$ cat config.mk
export PLATFORM = sky130hd
export DESIGN_NAME = hsv_pixel_adjust_top_flat
export DESIGN_NICKNAME = d
export VERILOG_FILES = /design/src/rtl/hpa_pkg.sv /design/src/rtl/hpa_if.sv /design/src/rtl/hpa_rgb2hsv.sv /design/src/rtl/hpa_adjust.sv /design/src/rtl/hpa_hsv2rgb.sv /design/src/rtl/hsv_pixel_adjust_top.sv /design/src/flat_wrapper.sv
export SDC_FILE = /design/constraint.sdc
export NUM_CORES = 2
export LEC_CHECK = 0
export ABC_CLOCK_PERIOD_IN_PS = 25500
export BUFFER_PORTS_ARGS = -buffer_cell sky130_fd_sc_hd__buf_2
export CAP_MARGIN = 40
export CORE_AREA = 2 2 406 408
export DETAILED_ROUTE_END_ITERATION = 8
export DIE_AREA = 0 0 408 410
export PLACE_DENSITY = 0.8
export SLEW_MARGIN = 40
export SYNTH_ARGS = -nofsm -noshare
export SYNTH_HDL_FRONTEND = slang
export SYNTH_SLANG_ARGS = --single-unit
$ cat constraint.sdc
create_clock -name clock -period 25.5 [get_ports clock]
set_clock_uncertainty 0.05 [all_clocks]
set_input_delay 1.275 -clock clock [delete_from_list [all_inputs] [get_ports clock]]
set_output_delay 1.275 -clock clock [all_outputs]
set_load 0.01 [all_outputs]
$ cat src/rtl/hpa_pkg.sv
// ----------------------------------------------------------------------------
// HSV pixel adjust package
// Shared types and constants for the HSV pixel adjust pipeline.
// ----------------------------------------------------------------------------
package hpa_pkg;

   localparam logic [16:0] ONE_FX     = 17'd65536;
   localparam logic [18:0] SIX_FX     = 19'd393216;
   localparam logic [18:0] HUE_CAP_FX = 19'd392123;

   // Adjustment modes.
   localparam logic [2:0] MODE_HUE       = 3'd0;
   localparam logic [2:0] MODE_SAT       = 3'd1;
   localparam logic [2:0] MODE_VAL       = 3'd2;
   localparam logic [2:0] MODE_HIGHLIGHT = 3'd3;
   localparam logic [2:0] MODE_SHADOW    = 3'd4;

   // Register indexes.
   localparam logic [1:0] CSR_MODE   = 2'd0;
   localparam logic [1:0] CSR_AMOUNT = 2'd1;

   typedef struct packed {
      logic [7:0] red;
      logic [7:0] green;
      logic [7:0] blue;
      logic [7:0] alpha;
      logic       frame_end;
   } pixel_type;

   typedef struct packed {
      logic [2:0]         mode;
      logic signed [9:0]  amount;
      logic [9:0]         amount_mag;
      logic signed [19:0] hue_step;
      logic signed [17:0] pct_step;
   } cfg_type;

   typedef struct packed {
      pixel_type   pix;
      logic        pass;
      logic        hue_zero;
      logic        hue_neg;
      logic [2:0]  hue_base;
      logic [16:0] hue_q;
      logic [16:0] sat;
      logic [16:0] val;
   } conv_type;

   typedef struct packed {
      pixel_type   pix;
      logic        pass;
      logic [18:0] hue;
      logic [16:0] sat;
      logic [16:0] val;
   } hsv_type;

endpackage

$ cat src/rtl/hpa_if.sv
// ----------------------------------------------------------------------------
// HSV pixel adjust channels
// Valid/ready pixel channels for the request and response sides.
// ----------------------------------------------------------------------------
interface hpa_req_if;
   logic       valid;
   logic       ready;
   logic [7:0] red_in;
   logic [7:0] green_in;
   logic [7:0] blue_in;
   logic [7:0] alpha_in;
   logic       frame_end_in;

   modport source (output valid, red_in, green_in, blue_in, alpha_in, frame_end_in,
                   input ready);
   modport sink   (input valid, red_in, green_in, blue_in, alpha_in, frame_end_in,
                   output ready);
endinterface

interface hpa_rsp_if;
   logic       valid;
   logic       ready;
   logic [7:0] red_out;
   logic [7:0] green_out;
   logic [7:0] blue_out;
   logic [7:0] alpha_out;
   logic       frame_end_out;

   modport source (output valid, red_out, green_out, blue_out, alpha_out, frame_end_out,
                   input ready);
   modport sink   (input valid, red_out, green_out, blue_out, alpha_out, frame_end_out,
                   output ready);
endinterface

$ cat src/rtl/hpa_rgb2hsv.sv
// ----------------------------------------------------------------------------
// RGB to HSV conversion
// Finds max, min and sector, then runs two pipelined long divisions.
// ----------------------------------------------------------------------------
module hpa_rgb2hsv (
   input  logic               clock,
   input  logic               reset,
   input  logic               en,
   input  logic               in_valid,
   input  hpa_pkg::pixel_type in_pix,
   input  hpa_pkg::cfg_type   cfg,
   output logic               out_valid,
   output hpa_pkg::conv_type  out_conv
);
   import hpa_pkg::*;

   localparam int DivStages = 4;
   localparam int StepsPerStage = 4;

   typedef struct packed {
      pixel_type   pix;
      logic        pass;
      logic        hue_zero;
      logic        hue_neg;
      logic [2:0]  hue_base;
      logic [7:0]  hue_den;
      logic [7:0]  hue_rem;
      logic [16:0] hue_q;
      logic [7:0]  sat_den;
      logic [7:0]  sat_rem;
      logic [16:0] sat_q;
      logic [16:0] val;
   } div_type;

   // One restoring step; the remainder stays below the divisor.
   function automatic logic [8:0] div_step(input logic [7:0] rem, input logic [7:0] den);
      logic [8:0] r2;
      r2 = {rem, 1'b0};
      if (r2 >= {1'b0, den}) begin
         div_step = {1'b1, 8'(r2 - {1'b0, den})};
      end else begin
         div_step = {1'b0, r2[7:0]};
      end
   endfunction

   div_type st_ff [DivStages+1];
   div_type st_in;
   logic    vld_ff [DivStages+1];

   always_comb begin
      logic [7:0] r, g, b, mx, mn, d;
      r = in_pix.red;
      g = in_pix.green;
      b = in_pix.blue;
      st_in = '0;
      st_in.pix = in_pix;

      unique case (cfg.mode) inside
         MODE_HUE: begin
            st_in.pass = !($signed(cfg.amount) >= -10'sd359 &&
                           $signed(cfg.amount) <= 10'sd360);
         end
         MODE_SAT, MODE_VAL, MODE_HIGHLIGHT, MODE_SHADOW: begin
            st_in.pass = !($signed(cfg.amount) >= -10'sd100 &&
                           $signed(cfg.amount) <= 10'sd100);
         end
         default: begin
            st_in.pass = 1'b1;
         end
      endcase

      mn = (r < g) ? r : g;
      mn = (mn < b) ? mn : b;
      // Ties on the maximum go to red first, then green.
      if (r >= g && r >= b) begin
         mx = r;
         st_in.hue_neg  = (g < b);
         st_in.hue_base = (g < b) ? 3'd6 : 3'd0;
         st_in.hue_rem  = (g < b) ? 8'(b - g) : 8'(g - b);
      end else if (g >= b) begin
         mx = g;
         st_in.hue_neg  = (b < r);
         st_in.hue_base = 3'd2;
         st_in.hue_rem  = (b < r) ? 8'(r - b) : 8'(b - r);
      end else begin
         mx = b;
         st_in.hue_neg  = (r < g);
         st_in.hue_base = 3'd4;
         st_in.hue_rem  = (r < g) ? 8'(g - r) : 8'(r - g);
      end
      d = mx - mn;
      st_in.hue_zero = (d == 8'd0);
      st_in.hue_den  = (d == 8'd0) ? 8'd1 : d;
      st_in.sat_den  = (mx == 8'd0) ? 8'd1 : mx;
      st_in.sat_rem  = d;
      // ceil(mx * 65536 / 255) is 257 * mx, plus one for any nonzero mx.
      st_in.val = {1'b0, mx, mx} + {16'd0, (mx != 8'd0)};
   end

   always_ff @(posedge clock) begin
      if (en) begin
         st_ff[0] <= st_in;
      end
   end

   for (genvar k = 0; k < DivStages; k++) begin : g_div
      div_type nxt;

      always_comb begin
         logic [8:0] hs, ss;
         nxt = st_ff[k];
         if (k == 0) begin
            // The numerator never exceeds the divisor, so the top bit is one compare.
            if (nxt.hue_rem >= nxt.hue_den) begin
               nxt.hue_q   = {nxt.hue_q[15:0], 1'b1};
               nxt.hue_rem = nxt.hue_rem - nxt.hue_den;
            end else begin
               nxt.hue_q = {nxt.hue_q[15:0], 1'b0};
            end
            if (nxt.sat_rem >= nxt.sat_den) begin
               nxt.sat_q   = {nxt.sat_q[15:0], 1'b1};
               nxt.sat_rem = nxt.sat_rem - nxt.sat_den;
            end else begin
               nxt.sat_q = {nxt.sat_q[15:0], 1'b0};
            end
         end
         for (int j = 0; j < StepsPerStage; j++) begin
            hs = div_step(nxt.hue_rem, nxt.hue_den);
            ss = div_step(nxt.sat_rem, nxt.sat_den);
            nxt.hue_q   = {nxt.hue_q[15:0], hs[8]};
            nxt.hue_rem = hs[7:0];
            nxt.sat_q   = {nxt.sat_q[15:0], ss[8]};
            nxt.sat_rem = ss[7:0];
         end
      end

      always_ff @(posedge clock) begin
         if (en) begin
            st_ff[k+1] <= nxt;
         end
      end
   end

   always_ff @(posedge clock) begin
      if (reset) begin
         for (int k = 0; k <= DivStages; k++) begin
            vld_ff[k] <= 1'b0;
         end
      end else if (en) begin
         vld_ff[0] <= in_valid;
         for (int k = 0; k < DivStages; k++) begin
            vld_ff[k+1] <= vld_ff[k];
         end
      end
   end

   assign out_valid         = vld_ff[DivStages];
   assign out_conv.pix      = st_ff[DivStages].pix;
   assign out_conv.pass     = st_ff[DivStages].pass;
   assign out_conv.hue_zero = st_ff[DivStages].hue_zero;
   assign out_conv.hue_neg  = st_ff[DivStages].hue_neg;
   assign out_conv.hue_base = st_ff[DivStages].hue_base;
   assign out_conv.hue_q    = st_ff[DivStages].hue_q;
   assign out_conv.sat      = st_ff[DivStages].sat_q;
   assign out_conv.val      = st_ff[DivStages].val;

endmodule

$ cat src/rtl/hpa_adjust.sv
// ----------------------------------------------------------------------------
// HSV adjustment
// Applies the configured hue, saturation, value, highlight or shadow adjustment with clamping.
// ----------------------------------------------------------------------------
module hpa_adjust (
   input  logic              clock,
   input  logic              reset,
   input  logic              en,
   input  logic              in_valid,
   input  hpa_pkg::conv_type in_conv,
   input  hpa_pkg::cfg_type  cfg,
   output logic              out_valid,
   output hpa_pkg::hsv_type  out_hsv
);
   import hpa_pkg::*;

   // ceil(2^30 / 100): exact quotient for products below 2^23.
   localparam logic [23:0] RECIP_100 = 24'd10737419;

   function automatic logic [16:0] clamp_unit(input logic signed [18:0] x);
      if (x < 19'sd0) begin
         clamp_unit = 17'd0;
      end else if (x > $signed({2'b00, ONE_FX})) begin
         clamp_unit = ONE_FX;
      end else begin
         clamp_unit = x[16:0];
      end
   endfunction

   hsv_type     a_in, a_ff, b_ff, c_in, c_ff;
   logic [22:0] prod_in, prod_ff;
   logic [16:0] quo_in, quo_ff;
   logic        a_vld_ff, b_vld_ff, c_vld_ff;

   always_comb begin
      logic [18:0]        h_raw;
      logic signed [20:0] hsum;
      logic signed [18:0] ssum, vsum;
      logic [16:0]        w;
      if (in_conv.hue_zero) begin
         h_raw = 19'd0;
      end else if (in_conv.hue_neg) begin
         h_raw = {in_conv.hue_base, 16'd0} - {2'b00, in_conv.hue_q};
      end else begin
         h_raw = {in_conv.hue_base, 16'd0} + {2'b00, in_conv.hue_q};
      end
      hsum = $signed({2'b00, h_raw}) + 21'(cfg.hue_step);
      ssum = $signed({2'b00, in_conv.sat}) + 19'(cfg.pct_step);
      vsum = $signed({2'b00, in_conv.val}) + 19'(cfg.pct_step);

      a_in.pix  = in_conv.pix;
      a_in.pass = in_conv.pass;
      a_in.hue  = h_raw;
      a_in.sat  = in_conv.sat;
      a_in.val  = in_conv.val;
      case (cfg.mode)
         MODE_HUE: begin
            // The shift clamps at the ends of the circle instead of wrapping.
            if (hsum > $signed({2'b00, SIX_FX})) begin
               a_in.hue = HUE_CAP_FX;
            end else if (hsum == $signed({2'b00, SIX_FX}) || hsum < 21'sd0) begin
               a_in.hue = 19'd0;
            end else begin
               a_in.hue = hsum[18:0];
            end
         end
         MODE_SAT: a_in.sat = clamp_unit(ssum);
         MODE_VAL: a_in.val = clamp_unit(vsum);
         default: ;
      endcase

      w = (cfg.mode == MODE_SHADOW) ? ONE_FX - in_conv.val : in_conv.val;
      prod_in = 23'({16'd0, cfg.amount_mag[6:0]} * {6'd0, w});
   end

   always_comb begin
      logic [46:0] p;
      p = {24'd0, prod_ff} * {23'd0, RECIP_100};
      quo_in = p[46:30];
   end

   always_comb begin
      logic signed [18:0] vs;
      c_in = b_ff;
      if (cfg.amount[9]) begin
         vs = $signed({2'b00, b_ff.val}) - $signed({2'b00, quo_ff});
      end else begin
         vs = $signed({2'b00, b_ff.val}) + $signed({2'b00, quo_ff});
      end
      if (cfg.mode == MODE_HIGHLIGHT || cfg.mode == MODE_SHADOW) begin
         c_in.val = clamp_unit(vs);
      end
   end

   always_ff @(posedge clock) begin
      if (reset) begin
         a_vld_ff <= 1'b0;
         b_vld_ff <= 1'b0;
         c_vld_ff <= 1'b0;
      end else if (en) begin
         a_vld_ff <= in_valid;
         b_vld_ff <= a_vld_ff;
         c_vld_ff <= b_vld_ff;
      end
      if (en) begin
         a_ff    <= a_in;
         prod_ff <= prod_in;
         b_ff    <= a_ff;
         quo_ff  <= quo_in;
         c_ff    <= c_in;
      end
   end

   assign out_valid = c_vld_ff;
   assign out_hsv   = c_ff;

endmodule

$ cat src/rtl/hpa_hsv2rgb.sv
// ----------------------------------------------------------------------------
// HSV to RGB conversion
// Chroma and secondary component, sector select, and the output register.
// ----------------------------------------------------------------------------
module hpa_hsv2rgb (
   input  logic               clock,
   input  logic               reset,
   input  logic               en,
   input  logic               in_valid,
   input  hpa_pkg::hsv_type   in_hsv,
   output logic               out_valid,
   output hpa_pkg::pixel_type out_pix
);
   import hpa_pkg::*;

   typedef struct packed {
      pixel_type   pix;
      logic        pass;
      logic [2:0]  sector;
      logic [16:0] val;
      logic [16:0] chroma;
      logic [16:0] span;
   } chroma_type;

   typedef struct packed {
      pixel_type   pix;
      logic        pass;
      logic [2:0]  sector;
      logic [16:0] chroma;
      logic [16:0] second;
      logic [16:0] base;
   } comp_type;

   // Scales a unit fraction to 0..255 with truncation.
   function automatic logic [7:0] to_chan(input logic [16:0] t);
      logic [24:0] p;
      p = {t, 8'd0} - {8'd0, t};
      to_chan = p[23:16];
   endfunction

   chroma_type i_in, i_ff;
   comp_type   j_in, j_ff;
   pixel_type  k_in, k_ff;
   logic       i_vld_ff, j_vld_ff, k_vld_ff;

   always_comb begin
      logic [33:0] p;
      logic [16:0] dev;
      p = {17'd0, in_hsv.val} * {17'd0, in_hsv.sat};
      if (in_hsv.hue[16]) begin
         dev = {1'b0, in_hsv.hue[15:0]};
      end else begin
         dev = ONE_FX - {1'b0, in_hsv.hue[15:0]};
      end
      i_in.pix    = in_hsv.pix;
      i_in.pass   = in_hsv.pass;
      i_in.sector = in_hsv.hue[18:16];
      i_in.val    = in_hsv.val;
      i_in.chroma = p[32:16];
      i_in.span   = ONE_FX - dev;
   end

   always_comb begin
      logic [33:0] p;
      p = {17'd0, i_ff.chroma} * {17'd0, i_ff.span};
      j_in.pix    = i_ff.pix;
      j_in.pass   = i_ff.pass;
      j_in.sector = i_ff.sector;
      j_in.chroma = i_ff.chroma;
      j_in.second = p[32:16];
      j_in.base   = i_ff.val - i_ff.chroma;
   end

   always_comb begin
      logic [16:0] cr, cg, cb;
      case (j_ff.sector)
         3'd0: begin
            cr = j_ff.chroma; cg = j_ff.second; cb = 17'd0;
         end
         3'd1: begin
            cr = j_ff.second; cg = j_ff.chroma; cb = 17'd0;
         end
         3'd2: begin
            cr = 17'd0; cg = j_ff.chroma; cb = j_ff.second;
         end
         3'd3: begin
            cr = 17'd0; cg = j_ff.second; cb = j_ff.chroma;
         end
         3'd4: begin
            cr = j_ff.second; cg = 17'd0; cb = j_ff.chroma;
         end
         default: begin
            cr = j_ff.chroma; cg = 17'd0; cb = j_ff.second;
         end
      endcase
      k_in = j_ff.pix;
      if (!j_ff.pass) begin
         k_in.red   = to_chan(cr + j_ff.base);
         k_in.green = to_chan(cg + j_ff.base);
         k_in.blue  = to_chan(cb + j_ff.base);
      end
   end

   always_ff @(posedge clock) begin
      if (reset) begin
         i_vld_ff <= 1'b0;
         j_vld_ff <= 1'b0;
         k_vld_ff <= 1'b0;
      end else if (en) begin
         i_vld_ff <= in_valid;
         j_vld_ff <= i_vld_ff;
         k_vld_ff <= j_vld_ff;
      end
      if (en) begin
         i_ff <= i_in;
         j_ff <= j_in;
         k_ff <= k_in;
      end
   end

   assign out_valid = k_vld_ff;
   assign out_pix   = k_ff;

endmodule

$ cat src/rtl/hsv_pixel_adjust_top.sv
// Throughput: one pixel per cycle unless the response side stalls;
// the long divisions are split over four stages.
// A stalled response freezes the whole pipeline, so nothing is lost or repeated.
// Reset clears all stage valid bits and sets mode and amount to zero.
// ----------------------------------------------------------------------------
// HSV pixel adjust top level
// RGB to HSV, one configured adjustment, and HSV back to RGB per pixel.
// ----------------------------------------------------------------------------
module hsv_pixel_adjust_top (
   input  logic        clock,
   input  logic        reset,
   hpa_req_if.sink     req_ch,
   hpa_rsp_if.source   rsp_ch,
   input  logic        csr_we,
   input  logic [1:0]  csr_index,
   input  logic [9:0]  csr_wdata
);
   import hpa_pkg::*;

   cfg_type   cfg_ff, cfg_in;
   pixel_type req_pix, rsp_pix;
   conv_type  conv;
   hsv_type   hsv;
   logic      conv_valid, hsv_valid, rsp_valid, en;

   // Step sizes are derived once per amount write.
   always_comb begin
      logic [9:0]  mag;
      logic [24:0] hue_lo;
      logic [29:0] pct_lo;
      logic [19:0] hue_mag;
      logic [18:0] pct_mag;
      mag = csr_wdata[9] ? 10'(-csr_wdata) : csr_wdata;
      // |a| * 16384 / 15 = 1092 |a| + floor(4 |a| / 15)
      hue_lo  = {13'd0, mag, 2'b00} * 25'd4370;
      hue_mag = 20'({10'd0, mag} * 20'd1092) + {11'd0, hue_lo[24:16]};
      // |a| * 65536 / 100 = 655 |a| + floor(36 |a| / 100)
      pct_lo  = 30'({20'd0, mag} * 30'd36) * 30'd10486;
      pct_mag = 19'({9'd0, mag} * 19'd655) + {9'd0, pct_lo[29:20]};

      cfg_in = cfg_ff;
      if (csr_we) begin
         unique case (csr_index)
            CSR_MODE: cfg_in.mode = csr_wdata[2:0];
            CSR_AMOUNT: begin
               cfg_in.amount     = csr_wdata;
               cfg_in.amount_mag = mag;
               cfg_in.hue_step   = csr_wdata[9] ? -$signed(hue_mag) : $signed(hue_mag);
               cfg_in.pct_step   = csr_wdata[9] ? -$signed(pct_mag[17:0])
                                                : $signed(pct_mag[17:0]);
            end
            default: ;
         endcase
      end
   end

   always_ff @(posedge clock) begin
      if (reset) begin
         cfg_ff <= '0;
      end else begin
         cfg_ff <= cfg_in;
      end
   end

   assign en            = !rsp_valid || rsp_ch.ready;
   assign req_ch.ready  = en;
   assign req_pix.red       = req_ch.red_in;
   assign req_pix.green     = req_ch.green_in;
   assign req_pix.blue      = req_ch.blue_in;
   assign req_pix.alpha     = req_ch.alpha_in;
   assign req_pix.frame_end = req_ch.frame_end_in;

   hpa_rgb2hsv u_rgb2hsv (
      .clock     (clock),
      .reset     (reset),
      .en        (en),
      .in_valid  (req_ch.valid),
      .in_pix    (req_pix),
      .cfg       (cfg_ff),
      .out_valid (conv_valid),
      .out_conv  (conv)
   );

   hpa_adjust u_adjust (
      .clock     (clock),
      .reset     (reset),
      .en        (en),
      .in_valid  (conv_valid),
      .in_conv   (conv),
      .cfg       (cfg_ff),
      .out_valid (hsv_valid),
      .out_hsv   (hsv)
   );

   hpa_hsv2rgb u_hsv2rgb (
      .clock     (clock),
      .reset     (reset),
      .en        (en),
      .in_valid  (hsv_valid),
      .in_hsv    (hsv),
      .out_valid (rsp_valid),
      .out_pix   (rsp_pix)
   );

   assign rsp_ch.valid         = rsp_valid;
   assign rsp_ch.red_out       = rsp_pix.red;
   assign rsp_ch.green_out     = rsp_pix.green;
   assign rsp_ch.blue_out      = rsp_pix.blue;
   assign rsp_ch.alpha_out     = rsp_pix.alpha;
   assign rsp_ch.frame_end_out = rsp_pix.frame_end;

endmodule
$ cat src/flat_wrapper.sv
// flat-port wrapper written by rule: the top's interface ports become plain ports
module hsv_pixel_adjust_top_flat import hpa_pkg::*;
  (clock, reset, csr_we, csr_index, csr_wdata, req_ch_valid, req_ch_red_in, req_ch_green_in, req_ch_blue_in, req_ch_alpha_in, req_ch_frame_end_in, req_ch_ready, rsp_ch_valid, rsp_ch_red_out, rsp_ch_green_out, rsp_ch_blue_out, rsp_ch_alpha_out, rsp_ch_frame_end_out, rsp_ch_ready);
  hpa_req_if req_ch_i ();
  hpa_rsp_if rsp_ch_i ();
  input  logic clock;
  input  logic reset;
  input  logic csr_we;
  input  logic [1:0] csr_index;
  input  logic [9:0] csr_wdata;
  input wire logic [$bits(req_ch_i.valid)-1:0] req_ch_valid;
  input wire logic [$bits(req_ch_i.red_in)-1:0] req_ch_red_in;
  input wire logic [$bits(req_ch_i.green_in)-1:0] req_ch_green_in;
  input wire logic [$bits(req_ch_i.blue_in)-1:0] req_ch_blue_in;
  input wire logic [$bits(req_ch_i.alpha_in)-1:0] req_ch_alpha_in;
  input wire logic [$bits(req_ch_i.frame_end_in)-1:0] req_ch_frame_end_in;
  output wire logic [$bits(req_ch_i.ready)-1:0] req_ch_ready;
  output wire logic [$bits(rsp_ch_i.valid)-1:0] rsp_ch_valid;
  output wire logic [$bits(rsp_ch_i.red_out)-1:0] rsp_ch_red_out;
  output wire logic [$bits(rsp_ch_i.green_out)-1:0] rsp_ch_green_out;
  output wire logic [$bits(rsp_ch_i.blue_out)-1:0] rsp_ch_blue_out;
  output wire logic [$bits(rsp_ch_i.alpha_out)-1:0] rsp_ch_alpha_out;
  output wire logic [$bits(rsp_ch_i.frame_end_out)-1:0] rsp_ch_frame_end_out;
  input wire logic [$bits(rsp_ch_i.ready)-1:0] rsp_ch_ready;
  assign req_ch_i.valid = req_ch_valid;
  assign req_ch_i.red_in = req_ch_red_in;
  assign req_ch_i.green_in = req_ch_green_in;
  assign req_ch_i.blue_in = req_ch_blue_in;
  assign req_ch_i.alpha_in = req_ch_alpha_in;
  assign req_ch_i.frame_end_in = req_ch_frame_end_in;
  assign req_ch_ready = req_ch_i.ready;
  assign rsp_ch_valid = rsp_ch_i.valid;
  assign rsp_ch_red_out = rsp_ch_i.red_out;
  assign rsp_ch_green_out = rsp_ch_i.green_out;
  assign rsp_ch_blue_out = rsp_ch_i.blue_out;
  assign rsp_ch_alpha_out = rsp_ch_i.alpha_out;
  assign rsp_ch_frame_end_out = rsp_ch_i.frame_end_out;
  assign rsp_ch_i.ready = rsp_ch_ready;
  hsv_pixel_adjust_top u_core (.clock(clock), .reset(reset), .req_ch(req_ch_i), .rsp_ch(rsp_ch_i), .csr_we(csr_we), .csr_index(csr_index), .csr_wdata(csr_wdata));
endmodule
Yosys cells after proc, flatten, opt, wreduce, memory -nomap -nowiden
Memory sizes are Yosys's and may differ from the RTL's. A register that Yosys moved wholly into a read port is not among the register bits.
Index checks and enable logic that the tools add are counted.
- flip-flop bits (word level): 573
- bits in writable memories: 615
- output and inout port bits: 35
- logic and storage cells: 317
- memories: 2
- memories (memory ; words ; width ; read ports ; clocked after Yosys merged registers in ; write ports ; line ; RTL):
    u_core.u_rgb2hsv.st_ff ; 5 ; 122 ; 5 ; 0 ; 5 ; hpa_rgb2hsv.sv:46 ; div_type st_ff [DivStages+1];
    u_core.u_rgb2hsv.vld_ff ; 5 ; 1 ; 5 ; 1 ; 5 ; hpa_rgb2hsv.sv:48 ; logic vld_ff [DivStages+1];
- $add $sub $neg: 64
- multiply operators: 9
- $lt $le $gt $ge: 53
- eq/ne operators: 10
- multiplexer cells: 86
- bitwise logic cells: 5
- reductions and logical operators: 24
- operators by type and width (kind ; number):
    subtractor 8 bit ; 41
    >= comparator 9 x 8 -> 1 bit ; 32
    two-way mux 9 bit ; 32
    two-way mux 17 bit ; 11
    two-way mux 19 bit ; 6
    two-way mux 8 bit ; 13
    one-hot mux 17 bit (2 select lines) ; 3
    subtractor 24 x 17 -> 24 bit ; 3
    multiplier 17 x 17 -> 33 bit ; 2
    > comparator 19 x 18 -> 1 bit (second input constant) ; 3
    < comparator 19 x 1 -> 1 bit (second input constant) ; 3
    adder 17 bit ; 3
    multiplier 23 x 24 -> 47 bit (second input constant) ; 1
    >= comparator 8 bit ; 5
    adder 18 x 18 -> 19 bit ; 2
    subtractor 17 bit (first input constant) ; 2
    < comparator 8 bit ; 4
    multiplier 14 x 13 -> 27 bit (second input constant) ; 1
    two-way mux 24 bit ; 1
    multiplier 7 x 17 -> 23 bit ; 1
    multiplier 10 x 12 -> 22 bit (second input constant) ; 1
    adder 20 x 20 -> 21 bit ; 1
    equality test 21 x 20 -> 1 bit (second input constant) ; 1
    > comparator 21 x 20 -> 1 bit (second input constant) ; 1
    42 further kinds ; 78

Depth between registers and ports, before layout
An unclocked memory read counts as a cell.
- depth after elaboration: 11
- mapped depth: 56
- gate-level depth less buffers: 56

Cells and area by module
Synthesis repeated with hierarchy kept, for this count alone.
- cells, all modules: 9800
- area, all modules: 101243.4 µm²
- modules (own cells, without submodules) (module ; times used ; cells each ; area an instance (µm²)):
    hpa_rgb2hsv ; 1 ; 2876 ; 32057.0
    hpa_hsv2rgb ; 1 ; 3118 ; 29912.4
    hpa_adjust ; 1 ; 2524 ; 28024.4
    hsv_pixel_adjust_top ; 1 ; 1282 ; 11249.5

Worst setup path after synthesis
OpenSTA, ideal clock, no wires.
- kind: input to register
- start: input rsp_ch_ready
- end: register u_core.u_adjust.a_ff[0] (netlist name), enable pin
- setup time: 1.339 ns
- data arrival time: 20.777 ns
- slack: 3.334 ns
- stages on the path: 3
- path buffers: 1
- cell sequence: nor2b_1 > clkbuf_1 > inv_1
- word-level cells in the longest chain between the ends: 1
- RTL lines (what ; line ; RTL):
    from (decl) ; flat_wrapper.sv:24 ; input wire logic [$bits(rsp_ch_i.ready)-1:0] rsp_ch_ready;
    logical OR 1 bit ; hsv_pixel_adjust_top.sv:65 ; assign en = !rsp_valid || rsp_ch.ready;
    via req_ch_ready ; flat_wrapper.sv:17 ; output wire logic [$bits(req_ch_i.ready)-1:0] req_ch_ready;
    to (signal assigned) ; hpa_adjust.sv:106 ; a_ff <= a_in;
    to (decl) ; hpa_adjust.sv:30 ; hsv_type a_in, a_ff, b_ff, c_in, c_ff;
The timed path passes the listed nets, and every way through them passes these cells.
A chain may end at the register's enable or synchronous reset.

Final worst setup path
- start: input csr_wdata[0]
- end: register u_core.cfg_ff[16] (netlist name)
- word-level cells in the longest chain between the ends: 7
- elaborated cells on any way between the ends: 8
- classes of those cells: 3 x add/sub; 3 x mul; 2 x mux
- RTL lines (what ; line ; RTL):
    from (decl) ; flat_wrapper.sv:10 ; input logic [9:0] csr_wdata;
    negation 10 bit ; hsv_pixel_adjust_top.sv:33 ; mag = csr_wdata[9] ? 10'(-csr_wdata) : csr_wdata;
    two-way mux 10 bit * ; hsv_pixel_adjust_top.sv:33 ;
    multiplier 10 x 4 -> 14 bit ; hsv_pixel_adjust_top.sv:38 ; pct_lo = 30'({20'd0, mag} * 30'd36) * 30'd10486;
    multiplier 14 x 13 -> 27 bit ; hsv_pixel_adjust_top.sv:38 ;
    adder 18 x 10 -> 18 bit * ; hsv_pixel_adjust_top.sv:39 ; pct_mag = 19'({9'd0, mag} * 19'd655) + {9'd0, pct_lo[29:20]};
    negation 18 bit ; hsv_pixel_adjust_top.sv:49 ; cfg_in.pct_step = csr_wdata[9] ? -$signed(pct_mag[17:0])
    two-way mux 18 bit * ; hsv_pixel_adjust_top.sv:49 ;
    to (signal assigned) ; hsv_pixel_adjust_top.sv:61 ; cfg_ff <= cfg_in;
    to (decl) ; hsv_pixel_adjust_top.sv:20 ; cfg_type cfg_ff, cfg_in;
Every way passes the cells marked *; elsewhere a longest branch is shown, timed or not.

==> out/metrics.yaml <==
final_cells: 11600
worst-path-max-fanout: 16
max_freq_mhz: 68.8
synth_edf_count: 1006
worstSetupPathType: "input pin to flop"
synth_fp_nets: 11400
cts_tree: "yes"
synthCells: 9261
routabilityCongestion: 0.949
rows: 149
hpwl_um: 170000
min_period_ps: 14530
setup_slack_ps: 10970
cp_slowest_cell: "fa_1"
cp.arrival_ps: 15150
vias_per_cell: 5.79
postCtsSetupRepairBufs: 0
synth_seq_cells: 1069
crit_required_ps: 26120
io_pins: 85
cpPeakStageDelay_ps: 560
wirelength_um: 221000
min_path_cells: 0
setup_tns_ps: 0
outcome: "completed"
grt_overflow_total: 0
grt_max_degree: 181
most-common-layout-cells: "1382 x inv_1, 1218 x ha_1, 1006 x edfxtp_1"
ys_types: 110
ys_seq_area_frac: 0.324
cts_root_buf: "clkbuf_16"
tightest_slew_ps: 909
area_growth_pct: 7.10
cts_max_level: 3
die_w_um: 408
maxCapViolCount: 0
met2_usage: 0.445
slew_viol_final: 0
fin_crit_sh: 0.570
routed-via-count: 67000
setup-violations-final: 0
cpMostUsedCell: "inv_1"
yosysWarningCount: 0
drtAntennaViolNets: 0
fp.dieArea_mm2: 0.167
rsz0062_at_grt: "false"
cts_hold_buf: 0
rr_worst_depth: 46
synthesis.area_mm2: 0.0972
postLayoutCellArea_mm2: 0.104
max-clock-path-buffers: 3
grt_use_met3: 0.0315
cts_buffers: 112
drive_above_1_share: 0.0569
synthArstFlopShare: 0
drt_pass1_iterations: 6
cp-start-kind: "input pin"
fin_nets: 11400
synth-main-ff-cell: "edfxtp_1"
relSlewSlack: 0.394
dp_slack_ps: 10250
die_y_um: 410
drc: 0
place_area_mm2: 0.100
grt_first_pass_wirelength_um: 359000
grt_usage: 0.265
first_global_vias: 68600
syn_area_per_cell_um2: 10.5
final_common_cell: "inv_1"
grtUsageMet1: 0.360
drt_iter0_markers: 5334
placed_cells: 11400
clock_insertion_delay_worst_skew_ps: 770
critPathCaptureType: "flop"
finalHoldViolCount: 0
port_buffers: 84
clock_sinks: 1069
top_usage_layer: "met2"
core_area_mm2: 0.163
clkSlewWorstSetupHoldPaths_ps: 60
cts_resized: 0
antenna_found_initial: 1
initial_utilization: 0.595
routedWlPerCell_um: 19.1
hp-class: "flop to flop"
## synth_stat cells (162+ instances only)
library cell  instances  share of area
inv_1              1383          0.053
and2_1              240          0.015
fa_1                842           0.17
o21ai_0             309          0.016
a21oi_1             378          0.019
edfxtp_1           1006           0.31
xor2_1              177          0.016
nor2_1              484          0.019
ha_1               1218           0.16
nand2_1             875          0.034
xnor2_1             359          0.032
clkbuf_1            204         0.0079
a21o_1              162          0.013
## flip-flops by register name, summed over array words and instances, names as in the netlist, 5 cells and up
signal                    flops
u_core.cfg_ff                57
u_core.u_adjust.a_ff         87
u_core.u_adjust.b_ff         87
u_core.u_adjust.out_hsv      87
u_core.u_adjust.prod_ff      23
u_core.u_adjust.quo_ff       17
u_core.u_hsv2rgb.i_ff        88
u_core.u_hsv2rgb.j_ff        88
u_core.u_hsv2rgb.out_pix     33
u_core.u_rgb2hsv.st_ff      491
u_core.u_rgb2hsv.vld_ff       5
## critical path, delay by kind of cell
kind	cells	cell delay (ps)
adder cells (fa/ha/maj)	14	5840
AO/OA/AOI/OAI	16	3180
AND/OR/NAND/NOR	8	1710
buffers and inverters	15	1780
XOR/XNOR	5	1340
## final timing paths
check / to / start / slack (ps)
hold reg to reg: u_core.u_adjust.b_ff[11] / u_core.u_adjust.a_ff[11] / 320
setup / recovery: u_core.cfg_ff[16] / csr_wdata[0] / 10970
setup reg to reg: u_core.u_rgb2hsv.st_ff[0][195] / u_core.u_rgb2hsv.st_ff[0][75] / 13610
hold / removal: u_core.u_adjust.b_ff[11] / u_core.u_adjust.a_ff[11] / 320
## cell type report
type	instances	area, um2
sequential	1069	31500
tap	2189	2740
antenna	1	2.50
multi-input combinational	6568	59700
fill	12500	59400
clock inverter	85	1070
clock buffer	124	2870
timing repair buffer	144	998
inverter	1393	5240
## kinds of logic (layout without fill, tap and decap cells)
kind of cell / Yosys count / count (layout) / synth area share
buffers and inverters: 1624 / 1746 / 0.0630
other: 0 / 1 / 0
xor gates and xnor gates: 536 / 536 / 0.0483
muxes: 189 / 189 / 0.0214
and+or+nand+nor: 2236 / 2236 / 0.108
DFF: 1069 / 1069 / 0.324
adders and majority gates: 2060 / 2060 / 0.330
AOI/OAI and AO/OA: 1547 / 1547 / 0.105
## through the flow
stage               hold slack, ps  utilization
finish                         317        0.637
global route                   324        0.637
CTS                            318        0.636
detailed placement             355        0.612
global placement               350        0.611
floorplan                      350            -
## routing by layer
metal	vias up	wire length, um
li1	31600	-
met1	32900	95200
met2	2131	106000
met3	417	13100
met4	0	6820
met5	-	0
Power is left out: the tool's default activity adds up to more than one toggle a clock period on the data nets, which glitch-free logic cannot reach.
